File: config.mk
export PLATFORM = sky130hd
export DESIGN_NAME = length_prefix_to_annexb_unit
export DESIGN_NICKNAME = d
export VERILOG_FILES = /design/src/hw/rtl/lpab_pkg.sv /design/src/hw/rtl/lpab_queue.sv /design/src/hw/rtl/lpab_front.sv /design/src/hw/rtl/lpab_back.sv /design/src/hw/rtl/length_prefix_to_annexb_unit.sv
export VERILOG_INCLUDE_DIRS = /design/src /design/src/hw/rtl
export SDC_FILE = /design/constraint.sdc
export NUM_CORES = 1
export LEC_CHECK = 0
export ABC_AREA = 1
export BUFFER_PORTS_ARGS = -buffer_cell sky130_fd_sc_hd__buf_2
export CORE_UTILIZATION = 52
export DETAILED_ROUTE_END_ITERATION = 10
export PLACE_DENSITY_LB_ADDON = 0.2
export SLEW_MARGIN = 10
export SYNTH_ARGS = -nofsm -noshare
export SYNTH_HDL_FRONTEND = slang
export SYNTH_SLANG_ARGS = --single-unit
File: constraint.sdc
create_clock -name clk -period 5.9 [get_ports clk]
set_input_delay 0.59 -clock clk [delete_from_list [all_inputs] [get_ports clk]]
set_output_delay 0.59 -clock clk [all_outputs]
set_load 0.02 [all_outputs]
File: src/hw/rtl/length_prefix_to_annexb_unit_assert.svh
// Assertion macros for the length-prefix to Annex B converter.
// Every macro samples on clk and is disabled while rst is high.
`ifndef LENGTH_PREFIX_TO_ANNEXB_UNIT_ASSERT_SVH
`define LENGTH_PREFIX_TO_ANNEXB_UNIT_ASSERT_SVH

// Same-cycle implication
`define LPAB_ASSERT_IMPL(label, ante, cons) \
  label: assert property (@(posedge clk) disable iff (rst) (ante) |-> (cons)) \
    else $error("lpab assertion failed");

// Next-cycle implication
`define LPAB_ASSERT_NEXT(label, ante, cons) \
  label: assert property (@(posedge clk) disable iff (rst) (ante) |=> (cons)) \
    else $error("lpab assertion failed");

`endif

File: src/hw/rtl/lpab_pkg.sv
`timescale 1ns / 1ps
// Shared types and constants for the length-prefix to Annex B converter.
// No dependencies.
package lpab_pkg;

  // Input opcodes
  localparam logic [1:0] OP_START = 2'd0;
  localparam logic [1:0] OP_DATA  = 2'd1;
  localparam logic [1:0] OP_END   = 2'd2;

  // Queue command kinds
  localparam logic [1:0] CMD_SC   = 2'd0;  // four start-code bytes
  localparam logic [1:0] CMD_BYTE = 2'd1;  // one payload byte
  localparam logic [1:0] CMD_EOF  = 2'd2;  // end-of-frame marker

  // Output kinds
  localparam logic KIND_BYTE = 1'b0;
  localparam logic KIND_EOF  = 1'b1;

  localparam logic [2:0] PREFIX_BYTES_RESET = 3'd4;
  localparam int         QUEUE_DEPTH        = 4;

  localparam logic [7:0] SYNC_BYTES [4] = '{8'h00, 8'h00, 8'h00, 8'h01};

  typedef struct packed {
    logic [1:0]  kind;
    logic [7:0]  data;
    logic        nal_end;
    logic [63:0] ts;
  } cmd_t;

endpackage

File: src/hw/rtl/lpab_queue.sv
`timescale 1ns / 1ps
// Small command queue between the classifier and the output sequencer.
// Depends on lpab_pkg.
module lpab_queue #(
  parameter int Depth = 4
) (
  input  logic          clk,
  input  logic          rst,
  input  logic          push,
  input  lpab_pkg::cmd_t push_data,
  output logic          space,
  output logic          valid,
  output lpab_pkg::cmd_t head,
  input  logic          pop
);
  import lpab_pkg::*;

  localparam int PtrW = (Depth > 1) ? $clog2(Depth) : 1;
  localparam int CntW = $clog2(Depth + 1);
  localparam logic [PtrW-1:0] LastPtr = PtrW'(Depth - 1);
  localparam logic [CntW-1:0] Full    = CntW'(Depth);

  cmd_t            entries [Depth];
  logic [PtrW-1:0] wptr;
  logic [PtrW-1:0] rptr;
  logic [CntW-1:0] count;

  assign space = (count != Full);
  assign valid = (count != '0);
  assign head  = entries[rptr];

  // Entry storage
  always_ff @(posedge clk) begin
    if (push) begin
      entries[wptr] <= push_data;
    end
  end

  // Pointers and fill count
  always_ff @(posedge clk) begin
    if (rst) begin
      wptr  <= '0;
      rptr  <= '0;
      count <= '0;
    end else begin
      if (push) begin
        wptr <= (wptr == LastPtr) ? '0 : wptr + 1'b1;
      end
      if (pop) begin
        rptr <= (rptr == LastPtr) ? '0 : rptr + 1'b1;
      end
      if (push && !pop) begin
        count <= count + 1'b1;
      end else if (pop && !push) begin
        count <= count - 1'b1;
      end
    end
  end

endmodule

File: src/hw/rtl/lpab_front.sv
`timescale 1ns / 1ps
// Front end: accepts input items, tracks the sample and NAL prefix state,
// and turns each item into at most one queue command. Depends on lpab_pkg.
module lpab_front (
  input  logic           clk,
  input  logic           rst,
  input  logic           cfg_we,
  input  logic [2:0]     cfg_data,
  input  logic           accept,
  input  logic [1:0]     opcode,
  input  logic [7:0]     data_byte,
  input  logic [30:0]    sample_length,
  input  logic [63:0]    timestamp,
  output logic           push,
  output lpab_pkg::cmd_t push_data
);
  import lpab_pkg::*;

  localparam logic [1:0] PH_PREFIX  = 2'd0;
  localparam logic [1:0] PH_PAYLOAD = 2'd1;
  localparam logic [1:0] PH_HALT    = 2'd2;

  logic [2:0]  prefix_bytes;
  logic [1:0]  phase, phase_next;
  logic [2:0]  prefix_count, prefix_count_next;
  logic [31:0] length_accum, length_accum_next;
  logic [31:0] payload_left, payload_left_next;
  logic [30:0] remain, remain_next;      // bytes left in the sample
  logic [63:0] sample_pts, sample_pts_next;

  logic [2:0]  width;
  logic [2:0]  count_inc;
  logic [31:0] accum_new;
  logic        emit;
  cmd_t        cmd;

  // Prefix width as used: zero acts as one, above four acts as four
  always_comb begin
    if (prefix_bytes == 3'd0) begin
      width = 3'd1;
    end else if (prefix_bytes > 3'd4) begin
      width = 3'd4;
    end else begin
      width = prefix_bytes;
    end
  end

  assign count_inc = prefix_count + 3'd1;
  assign accum_new = {((prefix_count == 3'd0) ? 24'd0 : length_accum[23:0]), data_byte};

  // Item classification and state update
  always_comb begin
    phase_next        = phase;
    prefix_count_next = prefix_count;
    length_accum_next = length_accum;
    payload_left_next = payload_left;
    remain_next       = remain;
    sample_pts_next   = sample_pts;
    emit              = 1'b0;
    cmd.kind          = CMD_BYTE;
    cmd.data          = data_byte;
    cmd.nal_end       = 1'b0;
    cmd.ts            = sample_pts;

    unique case (opcode)
      OP_START: begin
        remain_next       = sample_length;
        sample_pts_next   = timestamp;
        phase_next        = PH_PREFIX;
        prefix_count_next = '0;
        length_accum_next = '0;
        payload_left_next = '0;
      end
      OP_END: begin
        emit              = 1'b1;
        cmd.kind          = CMD_EOF;
        cmd.data          = '0;
        phase_next        = PH_HALT;
        prefix_count_next = '0;
        length_accum_next = '0;
        payload_left_next = '0;
      end
      OP_DATA: begin
        if (phase != PH_HALT && remain != '0) begin
          if (phase == PH_PREFIX) begin
            if (prefix_count == 3'd0 && remain < {28'd0, width}) begin
              // next prefix would run past the sample end
              phase_next = PH_HALT;
            end else begin
              remain_next       = remain - 1'b1;
              length_accum_next = accum_new;
              if (count_inc >= width) begin
                prefix_count_next = '0;
                if (accum_new >= {1'b0, remain}) begin
                  // payload would run past the sample end
                  phase_next = PH_HALT;
                end else begin
                  emit              = 1'b1;
                  cmd.kind          = CMD_SC;
                  cmd.nal_end       = (accum_new == '0);
                  payload_left_next = accum_new;
                  phase_next        = (accum_new == '0) ? PH_PREFIX : PH_PAYLOAD;
                end
              end else begin
                prefix_count_next = count_inc;
              end
            end
          end else begin
            // payload byte, payload_left is nonzero here
            remain_next       = remain - 1'b1;
            payload_left_next = payload_left - 1'b1;
            emit              = 1'b1;
            cmd.nal_end       = (payload_left == 32'd1);
            if (payload_left == 32'd1) begin
              phase_next = PH_PREFIX;
            end
          end
        end
      end
      default: begin
      end
    endcase
  end

  assign push      = accept && emit;
  assign push_data = cmd;

  // Configuration register
  always_ff @(posedge clk) begin
    if (rst) begin
      prefix_bytes <= PREFIX_BYTES_RESET;
    end else if (cfg_we) begin
      prefix_bytes <= cfg_data;
    end
  end

  // Sample and prefix state
  always_ff @(posedge clk) begin
    if (rst) begin
      phase        <= PH_PREFIX;
      prefix_count <= '0;
      length_accum <= '0;
      payload_left <= '0;
      remain       <= '0;
      sample_pts   <= '0;
    end else if (accept) begin
      phase        <= phase_next;
      prefix_count <= prefix_count_next;
      length_accum <= length_accum_next;
      payload_left <= payload_left_next;
      remain       <= remain_next;
      sample_pts   <= sample_pts_next;
    end
  end

endmodule

File: src/hw/rtl/lpab_back.sv
`timescale 1ns / 1ps
// Back end: expands queue commands into output items through an output
// register; a start-code command takes four beats. Depends on lpab_pkg.
module lpab_back (
  input  logic           clk,
  input  logic           rst,
  input  logic           q_valid,
  input  lpab_pkg::cmd_t q_head,
  output logic           q_pop,
  output logic           out_valid,
  input  logic           out_ready,
  output logic           out_kind,
  output logic [7:0]     out_byte,
  output logic [63:0]    out_timestamp,
  output logic           nal_end,
  output logic           last_of_run
);
  import lpab_pkg::*;

  logic [1:0] sc_idx;     // start-code beat within the head command
  logic       load;
  logic       beat_last;
  logic       kind_b;
  logic [7:0] byte_b;
  logic       nal_end_b;

  assign load = !out_valid || out_ready;

  // Beat contents for the head command
  always_comb begin
    kind_b    = KIND_BYTE;
    byte_b    = q_head.data;
    nal_end_b = q_head.nal_end;
    beat_last = 1'b1;
    unique case (q_head.kind)
      CMD_SC: begin
        byte_b    = SYNC_BYTES[sc_idx];
        beat_last = (sc_idx == 2'd3);
        nal_end_b = beat_last && q_head.nal_end;
      end
      CMD_EOF: begin
        kind_b    = KIND_EOF;
        byte_b    = '0;
        nal_end_b = 1'b0;
      end
      default: begin
      end
    endcase
  end

  assign q_pop = load && q_valid && beat_last;

  // Output register and beat counter
  always_ff @(posedge clk) begin
    if (rst) begin
      out_valid <= 1'b0;
      sc_idx    <= '0;
    end else if (load) begin
      out_valid <= q_valid;
      if (q_valid) begin
        sc_idx <= beat_last ? 2'd0 : sc_idx + 2'd1;
      end
    end
  end

  always_ff @(posedge clk) begin
    if (load && q_valid) begin
      out_kind      <= kind_b;
      out_byte      <= byte_b;
      out_timestamp <= q_head.ts;
      nal_end       <= nal_end_b;
      last_of_run   <= beat_last;
    end
  end

endmodule

File: src/hw/rtl/length_prefix_to_annexb_unit.sv
`timescale 1ns / 1ps
// Top level of the length-prefix to Annex B converter: front end, command
// queue and back end. Depends on lpab_pkg, lpab_front, lpab_queue, lpab_back.
//
//  channel   | direction | handshake              | content
//  ----------+-----------+------------------------+---------------------------------
//  s_axis    | in        | s_axis_tvalid/tready   | opcode, data byte, length, time
//  m_axis    | out       | m_axis_tvalid/tready   | stream byte or end marker
//  cfg       | in        | cfg_valid/cfg_ready    | prefix width (3 bits)
//
// Input items are taken one per cycle while the command queue has room.
// Payload bytes and end markers leave one per cycle while m_axis_tready is
// high; a start code is a four-byte burst on the output, absorbed by the queue.
// rst is synchronous and clears all control state. Either side may stall
// independently.
module length_prefix_to_annexb_unit #(
  parameter int QueueDepth = lpab_pkg::QUEUE_DEPTH
) (
  input  logic         clk,
  input  logic         rst,
  input  logic         s_axis_tvalid,
  output logic         s_axis_tready,
  input  logic [103:0] s_axis_tdata,   // data_byte[7:0], sample_length[38:8],
                                       // timestamp[102:39], zero pad [103]
  input  logic [1:0]   s_axis_tuser,   // opcode
  output logic         m_axis_tvalid,
  input  logic         m_axis_tready,
  output logic [71:0]  m_axis_tdata,   // out_byte[7:0], out_timestamp[71:8]
  output logic [1:0]   m_axis_tuser,   // out_kind[0], nal_end[1]
  output logic         m_axis_tlast,   // last_of_run
  input  logic         cfg_valid,
  output logic         cfg_ready,
  input  logic [2:0]   cfg_data
);
  import lpab_pkg::*;

  logic  accept;
  logic  q_push;
  cmd_t  q_push_data;
  logic  q_space;
  logic  q_valid;
  cmd_t  q_head;
  logic  q_pop;
  logic  out_kind;
  logic  nal_end;
  logic  eof_beat;
  logic [7:0]  out_byte;
  logic [63:0] out_timestamp;

  assign cfg_ready     = 1'b1;
  assign s_axis_tready = q_space;
  assign accept        = s_axis_tvalid && s_axis_tready;

  lpab_front u_front (
    .clk           (clk),
    .rst           (rst),
    .cfg_we        (cfg_valid && cfg_ready),
    .cfg_data      (cfg_data),
    .accept        (accept),
    .opcode        (s_axis_tuser),
    .data_byte     (s_axis_tdata[7:0]),
    .sample_length (s_axis_tdata[38:8]),
    .timestamp     (s_axis_tdata[102:39]),
    .push          (q_push),
    .push_data     (q_push_data)
  );

  lpab_queue #(
    .Depth (QueueDepth)
  ) u_queue (
    .clk       (clk),
    .rst       (rst),
    .push      (q_push),
    .push_data (q_push_data),
    .space     (q_space),
    .valid     (q_valid),
    .head      (q_head),
    .pop       (q_pop)
  );

  lpab_back u_back (
    .clk           (clk),
    .rst           (rst),
    .q_valid       (q_valid),
    .q_head        (q_head),
    .q_pop         (q_pop),
    .out_valid     (m_axis_tvalid),
    .out_ready     (m_axis_tready),
    .out_kind      (out_kind),
    .out_byte      (out_byte),
    .out_timestamp (out_timestamp),
    .nal_end       (nal_end),
    .last_of_run   (m_axis_tlast)
  );

  assign m_axis_tdata = {out_timestamp, out_byte};
  assign m_axis_tuser = {nal_end, out_kind};
  assign eof_beat     = m_axis_tvalid && out_kind;

  // Checks
  `include "length_prefix_to_annexb_unit_assert.svh"

  // An end marker is a zero, closing item without a NAL end flag
  `LPAB_ASSERT_IMPL(a_eof_shape, eof_beat, m_axis_tlast && out_byte == 8'd0 && !nal_end)
  // The end of a NAL always closes the run of its input item
  `LPAB_ASSERT_IMPL(a_nal_end_last, m_axis_tvalid && m_axis_tuser[1], m_axis_tlast)
  // Input stalls only when the queue holds commands
  `LPAB_ASSERT_IMPL(a_stall_has_work, !s_axis_tready, q_valid)
  // A start-code burst continues without a gap
  `LPAB_ASSERT_NEXT(a_sc_burst, m_axis_tvalid && m_axis_tready && !m_axis_tlast, m_axis_tvalid)

endmodule
# == Word level (Yosys, flattened, before mapping) ==
# Memory sizes are Yosys's and may differ from the RTL's. A register that Yosys moved wholly into a read port is not among the register bits.
# Index checks and enable logic that the tools add are counted.
# totals
ff_bits,244
out_inout_bits,78
wordCells,146
input_bits,114
ramBits,300
n_memories,1
# classes
mux,65
n_addsub,8
bitwise,1
n_lt_le_gt_ge,5
reduce_logical,32
n_eq_ne,17
# mem_list
memory,depth,width,read_ports,rd_clocked_by_memory_dff,write_ports,line_no,text
u_queue.entries,4,75,1,1,1,lpab_queue.sv:23,cmd_t entries [Depth];
# op_table
operator,count
$mux 32,5
$mux 24,4
$mux 31,3
$pmux 32 s2,1
$pmux 31 s2,1
$pmux 24 s2,1
$eq 32x1->1 const B,1
$ge 32x31->1,1
$logic_not 32->1,1
$sub 32x1->32 const B,1
$lt 31x3->1,1
$reduce_bool 31->1,1
$sub 31x1->31 const B,1
$mux 2,15
$mux 3,8
$mux 8,3
$mux 1,17
$bmux 8 s2,1
$pmux 8 s2,1
$ne 3x3->1 const B,4
$eq 2x2->1 const B,5
$reduce_and 5->1,2
$logic_and 1x1->1,9
$add 2x1->2 const B,3
other kinds (25),38

# == Depth between registers and ports, before layout ==
# depth
word_depth,14
mapped_depth,27
mapped_depth_nobuf,26

# == Hierarchy ==
# Synthesis repeated with hierarchy kept, for this count alone.
# hier_totals
hier_cells,2420
hier_area_um2,24415.9
# modules_own_cells
mod,n_inst,area_each_um2,cells_each,seq_area_each_um2
lpab_queue,1,12190.4,785,9188.8
lpab_front,1,9674.3,1508,3183.1
lpab_back,1,2517.4,121,2312.2
length_prefix_to_annexb_unit,1,33.8,6,0.0

# == Worst setup path before layout ==
# No wires, ideal clock.
# synth_timing
kind,register to register
from,register u_queue.count[1]
to,register u_queue.count[1]
stages_incl_launch_ff,9
n_path_buf,0
setup_ns,0.120
t_arrival_ns,6.142
required_ns,5.780
path_slack_ns,-0.363
cell_sequence,dfxtp_1 -> inv_1 -> a31oi_1 -> nand2_1 -> ha_1 -> inv_1 -> fa_1 -> o21ai_0 -> a21oi_1
# synth_between
elab_chain_len,6
word_cells_on_any_way,15
# synth_rtl
item,line_no,text
from (decl),lpab_queue.sv:26,logic [CntW-1:0] count;
from (signal assigned),lpab_queue.sv:53,count <= count + 1'b1;
from (signal assigned),lpab_queue.sv:55,count <= count - 1'b1;
"parallel branches: the longest is 6 deep, another holds $sub 3x1->3",-,
# Parallel ways; which one is timed is not known. The select of a mux whose other input is x is not followed.
# A chain may end at the register's enable or synchronous reset.

# == Worst setup path in the final report ==
# layout_timing
from,register u_front.prefix_count[0]
to,memory u_queue.entries[2][23] in the netlist's numbering (enable)
# layout_between
elab_chain_len,12
word_cells_on_any_way,15
# layout_rtl
item,line_no,text
from (decl),lpab_front.sv:25,"logic [2:0] prefix_count, prefix_count_next;"
from (signal assigned),lpab_front.sv:148,prefix_count <= prefix_count_next;
$logic_not 3->1,"lpab_front.sv:49, lpab_front.sv:86",
$mux 24,lpab_front.sv:49,"assign accum_new = {((prefix_count == 3'd0) ? 24'd0 : length_accum[23:0]), data_byte};"
$ge 32x31->1,lpab_front.sv:94,"if (accum_new >= {1'b0, remain}) begin"
$mux 1,lpab_front.sv:94,
$mux 1,lpab_front.sv:92,if (count_inc >= width) begin
$mux 1 (*),lpab_front.sv:86,"if (prefix_count == 3'd0 && remain < {28'd0, width}) begin"
$mux 1 (*),lpab_front.sv:85,if (phase == PH_PREFIX) begin
$mux 1 (*),lpab_front.sv:84,if (phase != PH_HALT && remain != '0) begin
$pmux 1 s2 (*),lpab_front.sv:65,unique case (opcode)
$logic_and 1x1->1 (*),lpab_front.sv:125,assign push = accept && emit;
$mux 1 (*),lpab_queue.sv:34,if (push) begin
$mux 1 (not written as such) (*),lpab_queue.sv:35,entries[wptr] <= push_data;
to (decl),lpab_queue.sv:23,
# Mark *: on every way between the ends. The rest lies on a longest branch, timed or not.

==> flow_metrics.tcl <==
set metrics [dict create \
    outcome "finished clean" \
    hold_viol 0 \
    cts-hold-fix-buffers 0 \
    floorplan.initialDensity_pct 52.7 \
    overflow 0 \
    num_rows 77 \
    peakVddDrop_mv 0.243 \
    synth_commonest_cells "375 x edfxtp_1, 321 x nor2_1, 289 x nand2_1" \
    die_y_microns 213 \
    power.total_mw 11.5 \
    drv_slew 0 \
    place.port_buffers 189 \
    layout-drive-gt1-share_pct 13.5 \
    die_x_microns 213 \
    fin_area_sq_um 26400 \
    clockBufferDepth 3 \
    timing.fmax_mhz 213 \
    die_area_sq_um 45600 \
    r2r_cells 18 \
    worstMarginPinSlew_ns 1.02 \
    crit_arrival_ns 4.97 \
    synth.most_common_cell "edfxtp_1" \
    area_growth_pct 13.3 \
    yosysWarnings 0 \
    powerDensity_nw_per_um2 436 \
    synth_top_cell_by_area "edfxtp_1" \
    htreeDepth 2 \
    multi_input_area_sq_um 7380 \
    sequentialPowerShare_pct 43.8 \
    cts-root-buf "clkbuf_16" \
    placed_area_sq_um 24700 \
    internal_power_mw 7.51 \
    final_antenna_net_count 0 \
    fillers 3743 \
    syn_nets 2452 \
    crit_path_start_kind "flip-flop" \
    whs_path_depth 3 \
    clock-sinks 546 \
    clk_pin_slew_ns 0.06 \
    drtIter0Drc 1387 \
    hold_path_class "in2reg" \
    cts_tree "yes" \
    critPathRequiredTime_ns 6.18 \
    grt_antenna_before_repair 2 \
    power_frac_comb_pct 27.7 \
    clock_latency_ns 0.61 \
    core_area_sq_um 44100 \
    vias_per_cell 5.57 \
    switchingPower_mw 3.99 \
    wire_per_inst_microns 18.8 \
    num_io_pins 192 \
    via_count 17100 \
    p_clk_share_pct 28.5 \
    synth-edff-count 375 \
    synth_cell_types 58 \
    syn_inst 2286 \
    setup_violations 0 \
    ys_dominant_reg_cell "edfxtp_1" \
    cellLeakagePower_nw 9.95 \
    drc 0 \
    crit_fanout 23 \
    grt_max_degree 97 \
    grt_use_total_pct 25.2 \
    seqCellArea_sq_um 14700 \
    clock_skew_ns 0.0192 \
    fin_crit_sh_pct 79.5 \
    dr.pass1.iters 5 \
    synth_top_area_share_pct 48.4 \
    final_net_count 2594 \
    synth_seq_cells 546 \
    slew-limit-headroom_pct 31.6 \
    drt_wl_total_microns 57500 \
    async_flop_share_pct 0 \
    drv_cap 0 \
    syn_avg_cell_area_sq_um 10.2 \
    gp_congestion 0.893 \
    seq_area_frac_synth_pct 63.1 \
    tns_ns 0 \
    cts_setup_buffers 0 \
    final_cells 3066 \
    cts_buffers 54 \
    cts_resized 0 \
    dp.cells 2964 \
    critPathKind "reg2reg" \
    p_sw_share_pct 34.7 \
    fin_crit_ns 4.69 \
    syn_area_sq_um 23300 \
    end_kind "flip-flop" \
    synth.area.top_cells "edfxtp_1 48%, dfxtp_1 15%, o21ai_0 5.2%" \
    grt_pass1_vias 16200 \
    rsz0062_at_grt "false" \
    dp_hpwl_microns 34400 \
    grt_pass1_wl_microns 88100 \
]
-- kinds of logic after synthesis --
group	share of synthesized area, %
AND/OR/NAND/NOR	14.3
AO/OA/AOI/OAI	13.2
flip-flops	63.1
buffers and inverters	5.37
adder cells (fa/ha/maj)	2.83
XOR/XNOR	1.21
other	0.0161
-- worst max-delay path: stages, from the launching register on --
cell     delay [ns]
dfxtp_1        0.32
inv_1          0.10
ha_1           0.17
nand2_2        0.18
inv_1          0.64
nor2_1         0.15
ha_1           0.35
a21oi_1        0.15
nand2_1        0.06
a31oi_1        0.14
nand2_1        0.08
a21oi_1        0.19
nand4_2        0.21
nand2_1        0.11
nand2_1        0.05
nand2_1        0.17
nand2_1        0.28
nor2_4         0.60
buf_4          0.41
-- stage by stage --
| stage | hold slack, ns | util, % | setup slack [ns] |
|---|---|---|---|
| 2_1_floorplan | 0.430 | - | -0.105 |
| 3_3_place_gp | 0.451 | 55.9 | 1.27 |
| 3_5_place_dp | 0.455 | 55.9 | 1.21 |
| 4_1_cts | 0.169 | 59.7 | 1.18 |
| 5_1_grt | 0.192 | 59.7 | 0.740 |
| 6_report | 0.202 | 59.7 | 1.21 |
-- flip-flops by register name, indices dropped and copies added, names as in the netlist, 8 cells and up, named ones only --
name and cells:
u_front.sample_pts 64, u_back.out_timestamp 64, u_queue.entries 300, u_back.out_byte 8
u_front.payload_left 32, u_front.length_accum 24, u_front.remain 31
-- per-layer routing --
layer / track usage [%] / wire length, microns
met1: 31.9 / 23400
met4: 8.67 / 1640
met5: 0 / 0
met2: 43.9 / 28800
met3: 3.97 / 3680
-- layout make-up --
type,instances,share of cell area [%]
Antenna cell,4,0.0380
Tap cell,592,2.81
Sequential cell,546,55.7
Inverter,183,2.62
Clock inverter,16,0.736
Timing Repair Buffer,211,4.46
Multi-Input combinational cell,1432,28.0
Clock buffer,82,5.60
-- cells in the final DEF, fill, tap and decap left out, drive strengths merged, types with 111 or more instances in the layout --
cell / count
o21ai: 248
nand3: 111
a21oi: 163
nand2: 301
inv: 183
dfxtp: 171
edfxtp: 375
buf: 211
nor2: 328
-- worst paths after layout --
| check | end | start | slack (ns) |
|---|---|---|---|
| worst max-delay path | u_queue.entries[2][23] | u_front.prefix_count[0] | 1.21 |
| worst min-delay path | u_front.prefix_bytes[2] | cfg_data[2] | 0.20 |
| worst max register to register | u_queue.entries[2][23] | u_front.prefix_count[0] | 1.21 |
| worst min register to register | u_front.length_accum[22] | u_front.length_accum[22] | 0.46 |
-- power by group through the flow --
| stage | sequential, mW | clock [mW] | combinational [mW] |
|---|---|---|---|
| after floorplan | 5.37 | 0 | 1.92 |
| after global placement | 5.10 | 0 | 3.12 |
| after CTS | 5.04 | 3.33 | 3.20 |
| after detailed placement | 5.11 | 0 | 3.18 |
| after global routing | 5.10 | 3.48 | 3.54 |
| final | 5.03 | 3.27 | 3.19 |
No activity file was read; power rests on OpenSTA's default activity.
